## src/rtl/core/rcf_pkg.sv

```systemverilog
// ----------------------------------------------------------------------------
// rcf_pkg
// Shared types and codes for the route candidate filter: item op codes,
// field selectors, the captured item and the controller/datapath bundles.
// ----------------------------------------------------------------------------
package rcf_pkg;

	// item op codes
	localparam logic [2:0] OP_RESTART  = 3'd0;
	localparam logic [2:0] OP_WRITE    = 3'd1;
	localparam logic [2:0] OP_PRESENCE = 3'd2;
	localparam logic [2:0] OP_MATCH    = 3'd3;
	localparam logic [2:0] OP_FINALIZE = 3'd4;

	// field selectors
	localparam logic [1:0] FLD_METHOD = 2'd0;
	localparam logic [1:0] FLD_URI    = 2'd1;
	localparam logic [1:0] FLD_HOST   = 2'd2;

	localparam int FIELDS = 3;

	// widths fixed by the item format
	localparam int IN_TDATA_W  = 32;
	localparam int OUT_TDATA_W = 24;
	localparam int MASK_W      = 16;

	// one input transaction, unpacked
	typedef struct packed {
		logic       present;
		logic [7:0] byte_value;
		logic [6:0] position;
		logic [1:0] field;
		logic [3:0] route;
		logic [2:0] op;
	} item_t;

	// controller to datapath
	typedef struct packed {
		logic clear;    // clearing sweep writes one row
		logic capture;  // latch the accepted item
		logic exec;     // table write / presence set / table read
		logic update;   // candidate update and result load
	} ctl_cmd_t;

	// datapath to controller
	typedef struct packed {
		logic clear_done; // last row being cleared
		logic out_free;   // result register can take a new result
	} dp_status_t;

endpackage

```

## src/rtl/core/rcf_ctrl.sv

```systemverilog
// ----------------------------------------------------------------------------
// rcf_ctrl
// Sequencer for the route candidate filter: clearing sweep after reset,
// then accept / execute / update for each item.
// ----------------------------------------------------------------------------
module rcf_ctrl
	import rcf_pkg::*;
(
	input  logic       clk,
	input  logic       arst_n,
	input  logic       s_tvalid,
	output logic       s_tready,
	input  dp_status_t status,
	output ctl_cmd_t   cmd
);

	typedef enum logic [1:0] {
		ST_CLEAR,
		ST_IDLE,
		ST_EXEC,
		ST_UPDATE
	} state_t;

	state_t state_q;
	logic   ready_q;

	// state and ready register
	always_ff @(posedge clk or negedge arst_n) begin
		if (!arst_n) begin
			state_q <= ST_CLEAR;
			ready_q <= 1'b0;
		end else begin
			case (state_q)
				ST_CLEAR: begin
					if (status.clear_done) begin
						state_q <= ST_IDLE;
						ready_q <= 1'b1;
					end
				end
				ST_IDLE: begin
					if (s_tvalid && ready_q) begin
						state_q <= ST_EXEC;
						ready_q <= 1'b0;
					end
				end
				ST_EXEC: begin
					state_q <= ST_UPDATE;
				end
				ST_UPDATE: begin
					// hold until the result register is free
					if (status.out_free) begin
						state_q <= ST_IDLE;
						ready_q <= 1'b1;
					end
				end
				default: begin
					state_q <= ST_CLEAR;
					ready_q <= 1'b0;
				end
			endcase
		end
	end

	assign s_tready = ready_q;

	// commands
	always_comb begin
		cmd         = '0;
		cmd.clear   = (state_q == ST_CLEAR);
		cmd.capture = ready_q && s_tvalid;
		cmd.exec    = (state_q == ST_EXEC);
		cmd.update  = (state_q == ST_UPDATE) && status.out_free;
	end

endmodule

```

## config.mk

```make
export PLATFORM = sky130hd
export DESIGN_NAME = rcf_ctrl
export DESIGN_NICKNAME = d
export VERILOG_FILES = /design/src/rtl/core/rcf_pkg.sv /design/src/rtl/core/rcf_ctrl.sv
export SDC_FILE = /design/constraint.sdc
export NUM_CORES = 1
export LEC_CHECK = 0
export ABC_AREA = 0
export CORE_AREA = 5 5 42 44
export CTS_BUF_LIST = sky130_fd_sc_hd__clkbuf_8 sky130_fd_sc_hd__clkbuf_16
export DETAILED_ROUTE_END_ITERATION = 12
export DIE_AREA = 0 0 47 49
export DONT_BUFFER_PORTS = 1
export PLACE_DENSITY = 0.34
export SLEW_MARGIN = 10
export SYNTH_ARGS = -nofsm -noshare
export SYNTH_HDL_FRONTEND = slang
export SYNTH_SLANG_ARGS = --single-unit
```

## constraint.sdc

```tcl
create_clock -name clk -period 3.4 [get_ports clk]
set_input_delay 0.68 -clock clk [delete_from_list [all_inputs] [get_ports clk]]
set_output_delay 0.68 -clock clk [all_outputs]
set_load 0.03 [all_outputs]
```

==> results of run 1 <==
==> per-layer routing <==
| layer | part of all wire (%) | global-route usage, % | wire, um |
|---|---|---|---|
| met5 | 0 | 0 | 0 |
| met4 | 0 | 4.147 | 0 |
| met3 | 8.9 | 1.845 | 39 |
| met2 | 58 | 7.014 | 256 |
| met1 | 33 | 3.753 | 145 |
==> final timing paths <==
check	to	cells past startpoint
setup / recovery	state_q[1]$_DFFE_PN0P_	5
hold / removal	state_q[0]$_DFFE_PN0P_	0
min in group clk	state_q[1]$_DFFE_PN0P_	1
hold reg to reg	state_q[1]$_DFFE_PN0P_	1
max in group asynchronous	state_q[1]$_DFFE_PN0P_	0
setup reg to reg	state_q[1]$_DFFE_PN0P_	5
==> Yosys cell counts (all sizes together) <==
library cell	number	area, um^2
a211o	1	8.760
and2	1	7.510
dfrtp	3	75.07
ha	4	50.05
inv	4	15.01
mux2	1	15.01
nand2	1	3.750
nor2b	2	20.02
nor3	1	5.000
o32ai	1	8.760
o41ai	2	17.52
==> power groups by stage <==
stage	Combinational (mW)	Sequential, mW	Clock [mW]
2_1_floorplan	0.129	0.0760	0
3_3_place_gp	0.148	0.0800	0
3_5_place_dp	0.147	0.0798	0
4_1_cts	0.148	0.0793	0.102
5_1_grt	0.161	0.0836	0.104
6_report	0.144	0.0786	0.0993
==> layout make-up <==
class | count | area [um^2] | area share, %
multi-input cells | 14 | 136.4 | 46.78
flip-flops and latches | 3 | 75.07 | 25.75
clock buffers | 3 | 41.29 | 14.16
well taps | 16 | 20.02 | 6.867
inverters | 4 | 15.01 | 5.150
clock inverters | 1 | 3.754 | 1.288
==> registers in the layout, summed over array words and instances, names as in the netlist <==
signal,cells
s_tready,1
state_q,2
==> cells by family after synthesis <==
group	Yosys count	share of synthesized area [%]
fa+ha+maj	4	22.10
simple gates	5	16.02
mux	1	6.628
flops	3	33.15
buf+inv	4	6.628
compound gates	4	15.47
==> per-stage QoR <==
step	utilization, %	cells	area [um^2]
floorplan	-	21	226.5
global placement	17.59	37	246.5
detailed placement	17.59	37	246.5
CTS	20.80	41	291.5
global route	20.80	41	291.5
finish	20.80	41	291.5
==> metrics.md, run 1 <==
| Metric | Value |
|---|---|
| Leak Pwr | `roughly 0.15 nW` |
| CP top delay family | `flip-flops` |
| Clock slew at reported path FFs | `30 ps` |
| Switching power | `0.1261 mW` |
| Drt initial violations | `0` |
| Commonest non-fill, non-tap cells in the layout | `5 x inv_1, 4 x ha_1, 3 x clkbuf_8, 3 x dfrtp_1, 2 x o41ai_1` |
| Post-CTS sizing | `0` |
| Crit path arrival time | `1910 ps` |
| Slew at the pin closest to its max-slew limit | `378.0 ps` |
| Routed vias | `162` |
| Crit end category | `flip-flop` |
| Endpoints failing setup | `0` |
| Antenna violations before repair | `0` |
| Setup Skew | `0.8329 ps` |
| First-pass GRT wire length | `about 700 um` |
| H-Tree Depth | `1` |
| Detailed-route wire length per cell | `10.73 um` |
| Largest net degree at the start of global routing | `6` |
| Die footprint | `2303 um^2` |
| Data required, critical path | `roughly 3500 ps` |
| GRT overflow | `0` |
| Post-DP HPWL | `379 um` |
| Fin crit share | `53.35%` |
| Pint | `0.1958 mW` |
| Gate power share | `about 45%` |
| Crit path max fanout | `5` |
| Worst R2R Setup Slack | `1590 ps` |
| Starting Density | `around 16%` |
| CTS Sinks | `3` |
| Total GRT Usage | `roughly 4.4%` |
| WP buf/inv | `1` |
| CP max stage cell | `dfrtp_1` |
| Die Span Y | `approximately 49 um` |
| Rel. slew slack | `74.80%` |
| Area grow syn2layout | `28.73%` |
| Hold_buf cts | `0` |
| Net Sw Frac | `about two fifths` |
| Yosys warning total | `0` |
| # diodes | `0` |
| TritonCTS clock tree | `built` |
| Hold Fails Final Rpt | `0` |
| Post-synthesis cell count | `21` |
| Nets | `35` |
| CP startpoint kind | `flip-flop` |
| P per Cell Area | `approximately 1100 nW/um^2` |
| Synth Cell Area | `226.5 um^2` |
| Fillers | `167` |
| Vias per std cell | `3.951` |
| Post-CTS Setup Inserts | `0` |
| DRC viols | `0` |
| Critical R2R Launch | `state_q[0]$_DFFE_PN0P_` |
| Die width | `47 um` |
| Critical Path Max Stage Delay | `390 ps` |
| Vias in the first global route | `193` |
| Share of layout cells above drive strength 1 | `a little under a quarter` |
| Post-synthesis cell type count | `12` |
| Unrepaired setup endpoints after global routing | `no` |
| Drt first pass iters | `1` |
| GPL Wtd Cong | `0.6552` |
| Reg power frac | `24.4%` |
| Max Slew Vio Count | `0` |
| Max-cap viol count | `0` |
| Commonest non-fill, non-tap cell in the layout | `inv_1` |
| Seq/Total Area, Yosys | `33.15%` |
| Number of I/O pins | `10` |
| Remaining antenna violation count | `0` |
| Path type of the worst setup path | `reg -> reg` |
| Yosys reg bits | `3` |
| CP startpoint | `state_q[0]$_DFFE_PN0P_` |
| Syn Nets | `30` |
| Final Critical Period | `1814 ps` |
| Port bufs | `0` |
| Clock Root Buffer | `clkbuf_8` |
| Post-Route WL | `440 um` |
| Avg Cell Area, Syn | `10.78 um^2` |
| Power Total | `0.3218 mW` |
| Final worst slack | `1586 ps` |
| Worst Hold Class | `in -> async` |
| Core Region | `1401 um^2` |
| CTS max path bufs | `2` |
| Status | `complete, no violations` |
| Pre-CTS worst setup slack | `1561 ps` |
| Skew-Pair Late Insertion Delay | `210 ps` |
| VDD IR-drop max | `about 0.00032 V` |
| Setup TNS | `0 ps` |
| Hold WS | `163.3 ps` |
| Critical-path cell list | `inv_1 -> ha_1 -> nor2b_1 -> a211o_1 -> mux2_4` |
| Row count | `14` |
| Power share of the clock group | `30.9%` |
| CTS Buf Count | `3` |
| Fmax | `~550 MHz` |
No activity file was read; power rests on OpenSTA's default activity.
==> run 2, diff against run 1 <==
- clock period: 3.4 -> 1.8 ns (I/O delays scaled with it)
==> metrics.md, run 2 (same netlist as run 1, synthesis figures left out) <==
| Metric | Value |
|---|---|
| Remaining antenna violation count | `0 (unchanged)` |
| Total GRT Usage | `4.722% (+0.35 points)` |
| Clock slew at reported path FFs | `30 ps (about the same)` |
| Commonest non-fill, non-tap cell in the layout | `inv_1` |
| Setup Skew | `1.497 ps (+0.6640 ps)` |
| Pint | `0.3902 mW (+99%)` |
| Post-CTS sizing | `0 (unchanged)` |
| Power share of the clock group | `29.4% (-1.5 points)` |
| Largest net degree at the start of global routing | `6 (unchanged)` |
| Critical-path cell list | `inv_1 -> ha_1 -> nor2b_1 -> a211o_1 -> mux2_4` |
| Power Total | `0.6369 mW (+98%)` |
| VDD IR-drop max | `0.0005352 V (+67%)` |
| Crit path arrival time | `1660 ps (-250 ps)` |
| GR Util met1 | `3.304% (-0.45 points)` |
| Max-cap viol count | `0 (unchanged)` |
| Drt first pass iters | `1 (unchanged)` |
| TritonCTS clock tree | `built` |
| CTS Buf Count | `3 (unchanged)` |
| Share of layout cells above drive strength 1 | `28.57% (+4.6 points)` |
| Die footprint | `2303 um^2 (unchanged)` |
| Max Slew Vio Count | `0 (unchanged)` |
| Start point of the worst hold path | `s_tvalid` |
| Worst hold endpoint | `s_tready$_DFFE_PN0P_` |
| CTS Sinks | `3 (unchanged)` |
| R2R depth | `5 (unchanged)` |
| Status | `complete, no violations` |
| Met2 Resource Use GR | `8.145% (+1.1 points)` |
| Area grow syn2layout | `39.78%` |
| Largest Register | `state_q` |
| Number of flip-flops under the largest register name | `2 (unchanged)` |
| Row count | `14 (unchanged)` |
| DRC viols | `0 (unchanged)` |
| First-pass GRT wire length | `724 um (+2.0%)` |
| Hold Path Depth | `3` |
| Drt initial violations | `0 (unchanged)` |
| Rel. slew slack | `74.49% (-0.31 points)` |
| Core Region | `1401 um^2 (unchanged)` |
| Die Span Y | `49 um (unchanged)` |
| Clock Root Buffer | `clkbuf_8` |
| Hold Fails Final Rpt | `0 (unchanged)` |
| Starting Density | `16.16% (unchanged)` |
| Worst Hold Class | `in -> reg` |
| Endpoints failing setup | `0 (unchanged)` |
| Skew-Pair Late Insertion Delay | `210 ps (about the same)` |
| Slew at the pin closest to its max-slew limit | `382.6 ps (+4.596 ps)` |
| Crit path max fanout | `5 (unchanged)` |
| Post-Route WL | `473 um (+7.5%)` |
| GRT overflow | `0 (unchanged)` |
| Number of I/O pins | `10 (unchanged)` |
| Detailed-route wire length per cell | `10.75 um (+0.17%)` |
| Final Critical Period | `1569 ps (-245.3 ps)` |
| Setup TNS | `0 ps (unchanged)` |
| CTS max path bufs | `2 (unchanged)` |
| Placed Cells | `39 (+5.4%)` |
| Antenna violations before repair | `0 (unchanged)` |
| CP top delay family | `flip-flops` |
| Pre-CTS worst setup slack | `209.2 ps (-1352 ps)` |
| Reg power frac | `19.4% (-5.0 points)` |
| Leak Pwr | `0.1656 nW (+9.3%)` |
| Commonest non-fill, non-tap cells in the layout | `5 x inv_1, 4 x ha_1, 3 x clkbuf_8, 3 x dfrtp_1` |
| Non-filler cells, final | `44 (+7.3%)` |
| Final worst slack | `231.4 ps (-1355 ps)` |
| WP buf/inv | `1 (unchanged)` |
| GR Util met3 | `1.476% (-0.37 points)` |
| CP startpoint kind | `flip-flop` |
| Data required, critical path | `1890 ps (-1600 ps)` |
| Die width | `47 um (unchanged)` |
| Post-DP HPWL | `405.5 um (+7.0%)` |
| Fmax | `637.5 MHz (+16%)` |
| Crit end category | `flip-flop` |
| CP max stage cell | `dfrtp_1` |
| Worst reg2reg path endpoint | `state_q[1]$_DFFE_PN0P_` |
| Routed vias | `170 (+4.9%)` |
| Switching power | `0.2467 mW (+96%)` |
| Gate power share | `51.2% (+6.5 points)` |
| Net Sw Frac | `38.74% (-0.43 points)` |
| Post-CTS Setup Inserts | `0 (unchanged)` |
| P per Cell Area | `2012 nW/um^2 (+82%)` |
| Port bufs | `0 (unchanged)` |
| H-Tree Depth | `1 (unchanged)` |
| Critical Path Max Stage Delay | `390 ps (about the same)` |
| Fillers | `167 (unchanged)` |
| # diodes | `0 (unchanged)` |
| GPL Wtd Cong | `0.7103 (+8.4%)` |
| Vias per std cell | `3.864 (-2.2%)` |
| Vias in the first global route | `204 (+5.7%)` |
| Worst R2R Setup Slack | `230 ps (-1350 ps)` |
| Path type of the worst setup path | `reg -> reg` |
| Nets | `38 (+8.6%)` |
| Unrepaired setup endpoints after global routing | `no` |
| Most used routing layer | `met2` |
| Critical R2R Launch | `state_q[0]$_DFFE_PN0P_` |
| Fin crit share | `87.14% (+34 points)` |
| CP startpoint | `state_q[0]$_DFFE_PN0P_` |
==> run 2: cell count changes in the layout (fill, tap and decap cells not counted) <==
cell,change
dlygate4sd3_1,+1
buf_4,+2
==> run 2: worst max path at each step <==
| stage | to | depth (start not counted) |
|---|---|---|
| 2_1_floorplan | state_q[1]$_DFFE_PN0P_ | 5 |
| 3_3_place_gp | state_q[1]$_DFFE_PN0P_ | 5 |
| 3_5_place_dp | state_q[1]$_DFFE_PN0P_ | 5 |
| 4_1_cts | state_q[1]$_DFFE_PN0P_ | 5 |
| 5_1_grt | state_q[1]$_DFFE_PN0P_ | 5 |
| 6_report | state_q[1]$_DFFE_PN0P_ | 5 |
==> run 2: worst min-delay path, delay by kind of cell <==
| kind | cells | cell delay [ps] |
|---|---|---|
| AOI/OAI and AO/OA | 2 | 130 |
| buffers and inverters | 1 | 30 |
==> run 2: metal layers <==
layer  vias up  wire length (um)
li1         88                 -
met1        78               161
met2         4               279
met3         0                32
met4         0                 0
met5         -                 0
==> run 2: power by group through the flow <==
stage          Clock (mW)  Combinational (mW)  Sequential [mW]
2_1_floorplan           0               0.243            0.144
3_3_place_gp            0               0.327            0.123
3_5_place_dp            0               0.330            0.125
4_1_cts             0.195               0.335            0.124
5_1_grt             0.197               0.355            0.129
6_report            0.187               0.326            0.124
==> run 2: repair_timing <==
| action | in CTS | in global routing |
|---|---|---|
| endpoints found under the setup margin | 0 | 0 |
| hold buffers | 1 | 0 |
| endpoints found under the hold margin | 3 | 0 |
==> run 2: final cells by class <==
type | count | area [um^2] | area share, %
Sequential cell | 3 | 75.07 | 23.72
Tap cell | 16 | 20.02 | 6.324
Inverter | 4 | 15.01 | 4.743
Timing Repair Buffer | 3 | 25.02 | 7.905
Multi-Input combinational cell | 14 | 136.4 | 43.08
Clock inverter | 1 | 3.754 | 1.186
Clock buffer | 3 | 41.29 | 13.04
==> run 2: stage by stage <==
stage | cell area, um^2 | util, % | hold slack (ps)
final | 316.6 | 22.59 | 349.3
after global routing | 316.6 | 22.59 | 385.5
after floorplan | 226.5 | - | 64.41
after detailed placement | 261.5 | 18.66 | 64.51
after global placement | 261.5 | 18.66 | 64.52
after CTS | 316.6 | 22.59 | 350.1
==> run 3, diff against run 2 <==
- GPL_TIMING_DRIVEN: default -> 0
==> metrics.md, run 3 (same netlist as run 1, synthesis figures left out) <==
| Metric | Value |
|---|---|
| Fin crit share | `91.41% (+4.3 points)` |
| Leak Pwr | `0.1540 nW (-7.0%)` |
| Fillers | `172 (+3.0%)` |
| Post-CTS Setup Inserts | `0 (unchanged)` |
| Final worst slack | `154.7 ps (-76.72 ps)` |
| Die Span Y | `49 um (unchanged)` |
| Final Critical Period | `1645 ps (+76.72 ps)` |
| VDD IR-drop max | `0.0006828 V (+28%)` |
| Clock slew at reported path FFs | `30 ps (about the same)` |
| Starting Density | `16.16% (unchanged)` |
| Total GRT Usage | `5.081% (+0.36 points)` |
| Data required, critical path | `1890 ps (about the same)` |
| CP startpoint kind | `flip-flop` |
| GPL Wtd Cong | `0.6942 (-2.3%)` |
| DRC viols | `0 (unchanged)` |
| First-pass GRT wire length | `779 um (+7.6%)` |
| P per Cell Area | `2033 nW/um^2 (+1.0%)` |
| Placed Cells | `37 (-5.1%)` |
| CTS max path bufs | `2 (unchanged)` |
| Post-DP Area | `246.5 um^2 (-5.7%)` |
| WP buf/inv | `1 (unchanged)` |
| Setup TNS | `0 ps (unchanged)` |
| Die footprint | `2303 um^2 (unchanged)` |
| Fmax | `607.8 MHz (-4.7%)` |
| Max Slew Vio Count | `0 (unchanged)` |
| H-Tree Depth | `1 (unchanged)` |
| CTS Buf Count | `3 (unchanged)` |
| Largest Register | `state_q` |
| Rel. slew slack | `74.52% (about the same)` |
| Crit end category | `flip-flop` |
| # diodes | `0 (unchanged)` |
| Port bufs | `0 (unchanged)` |
| Drt first pass iters | `3 (+2)` |
| Remaining antenna violation count | `0 (unchanged)` |
| Util after Layout | `21.88% (-0.71 points)` |
| Skew-Pair Late Insertion Delay | `210 ps (about the same)` |
| Number of flip-flops under the largest register name | `2 (unchanged)` |
| Slew at the pin closest to its max-slew limit | `382.2 ps (-0.4153 ps)` |
| Antenna violations before repair | `0 (unchanged)` |
| Clock Root Buffer | `clkbuf_8` |
| Core Region | `1401 um^2 (unchanged)` |
| Drt initial violations | `3 (+3)` |
| Design Area, Final | `306.5 um^2 (-3.2%)` |
| Status | `complete, no violations` |
| Hold WS | `354.3 ps (+5.046 ps)` |
| Vias in the first global route | `208 (+2.0%)` |
| Post-DP HPWL | `409.8 um (+1.1%)` |
| Share of layout cells above drive strength 1 | `30.77% (+2.2 points)` |
| Number of I/O pins | `10 (unchanged)` |
| Die width | `47 um (unchanged)` |
| Unrepaired setup endpoints after global routing | `no` |
| Crit path arrival time | `1740 ps (+80 ps)` |
| Path type of the worst setup path | `reg -> reg` |
| Max-cap viol count | `0 (unchanged)` |
| CTS Sinks | `3 (unchanged)` |
| Setup Skew | `0.6954 ps (-0.8014 ps)` |
| Endpoints failing setup | `0 (unchanged)` |
| Power Total | `0.6232 mW (-2.2%)` |
| Row count | `14 (unchanged)` |
| CP top delay family | `flip-flops` |
| Critical Path Max Stage Delay | `390 ps (about the same)` |
| Vias per std cell | `4.119 (+6.6%)` |
| CP max stage cell | `dfrtp_1` |
| Area grow syn2layout | `35.36%` |
| Critical-path cell list | `inv_1 -> ha_2 -> nor2b_2 -> a211o_1 -> mux2_4` |
| Commonest non-fill, non-tap cells in the layout | `5 x inv_1, 3 x ha_1, 3 x clkbuf_8, 3 x dfrtp_1, 2 x o41ai_1` |
| Commonest non-fill, non-tap cell in the layout | `inv_1` |
| Non-filler cells, final | `42 (-4.5%)` |
| Hold Fails Final Rpt | `0 (unchanged)` |
| Nets | `36 (-5.3%)` |
| TritonCTS clock tree | `built` |
| Detailed-route wire length per cell | `11.48 um (+6.8%)` |
| Pre-CTS worst setup slack | `-33.92 ps (-243.2 ps)` |
| Routed vias | `173 (+1.8%)` |
| Worst Hold Class | `in -> reg` |
| Post-Route WL | `482 um (+1.9%)` |
| Largest net degree at the start of global routing | `6 (unchanged)` |
| Crit path max fanout | `5 (unchanged)` |
| GRT overflow | `0 (unchanged)` |
## run 3: changes by cell type in the layout (fill, tap and decap cells not counted), sizes merged
cell | before | now
buf | 2 | 0
## run 3: area by class of cell
type                            count  area [um^2]  share of cell area [%]
Tap cell                           16        20.02                   6.531
Inverter                            4        15.01                   4.898
Sequential cell                     3        75.07                   24.49
Clock buffer                        3        41.29                   13.47
Clock inverter                      1        3.754                   1.224
Multi-Input combinational cell     14        141.4                   46.12
Timing Repair Buffer                1        10.01                   3.265
## run 3: path summary, 6_finish.rpt
path / start / slack (ps) / depth (start not counted) / end
min in group asynchronous: arst_n / 400 / 1 / state_q[1]$_DFFE_PN0P_
min: s_tvalid / 350 / 3 / s_tready$_DFFE_PN0P_
max in group asynchronous: arst_n / 1260 / 1 / s_tready$_DFFE_PN0P_
max reg2reg: state_q[0]$_DFFE_PN0P_ / 150 / 5 / state_q[1]$_DFFE_PN0P_
min reg2reg: state_q[1]$_DFFE_PN0P_ / 590 / 1 / state_q[1]$_DFFE_PN0P_
max: state_q[0]$_DFFE_PN0P_ / 150 / 5 / state_q[1]$_DFFE_PN0P_
## run 3: worst min-delay path, stage by stage
cell	delay [ps]
inv_1	30
o41ai_1	70
o41ai_1	60
## run 3: repair_timing
item	4_1_cts	5_1_grt
hold buffers	1	0
gates resized for setup	1	1
hold endpoints to repair	3	0
endpoints found under the setup margin	1	1
## run 3: where the power goes
part	internal, mW	switching [mW]
Sequential	0.100	0.0496
Combinational	0.131	0.156
Clock	0.145	0.0416
Total	0.376	0.247
## run 3: metal layers
| metal | wire length, um | GRT usage [%] | vias up |
|---|---|---|---|
| li1 | - | - | 84 |
| met1 | 160 | 3.540 | 85 |
| met2 | 284 | 8.371 | 4 |
| met3 | 37 | 3.690 | 0 |
| met4 | 0 | 4.147 | 0 |
| met5 | 0 | 0 | - |
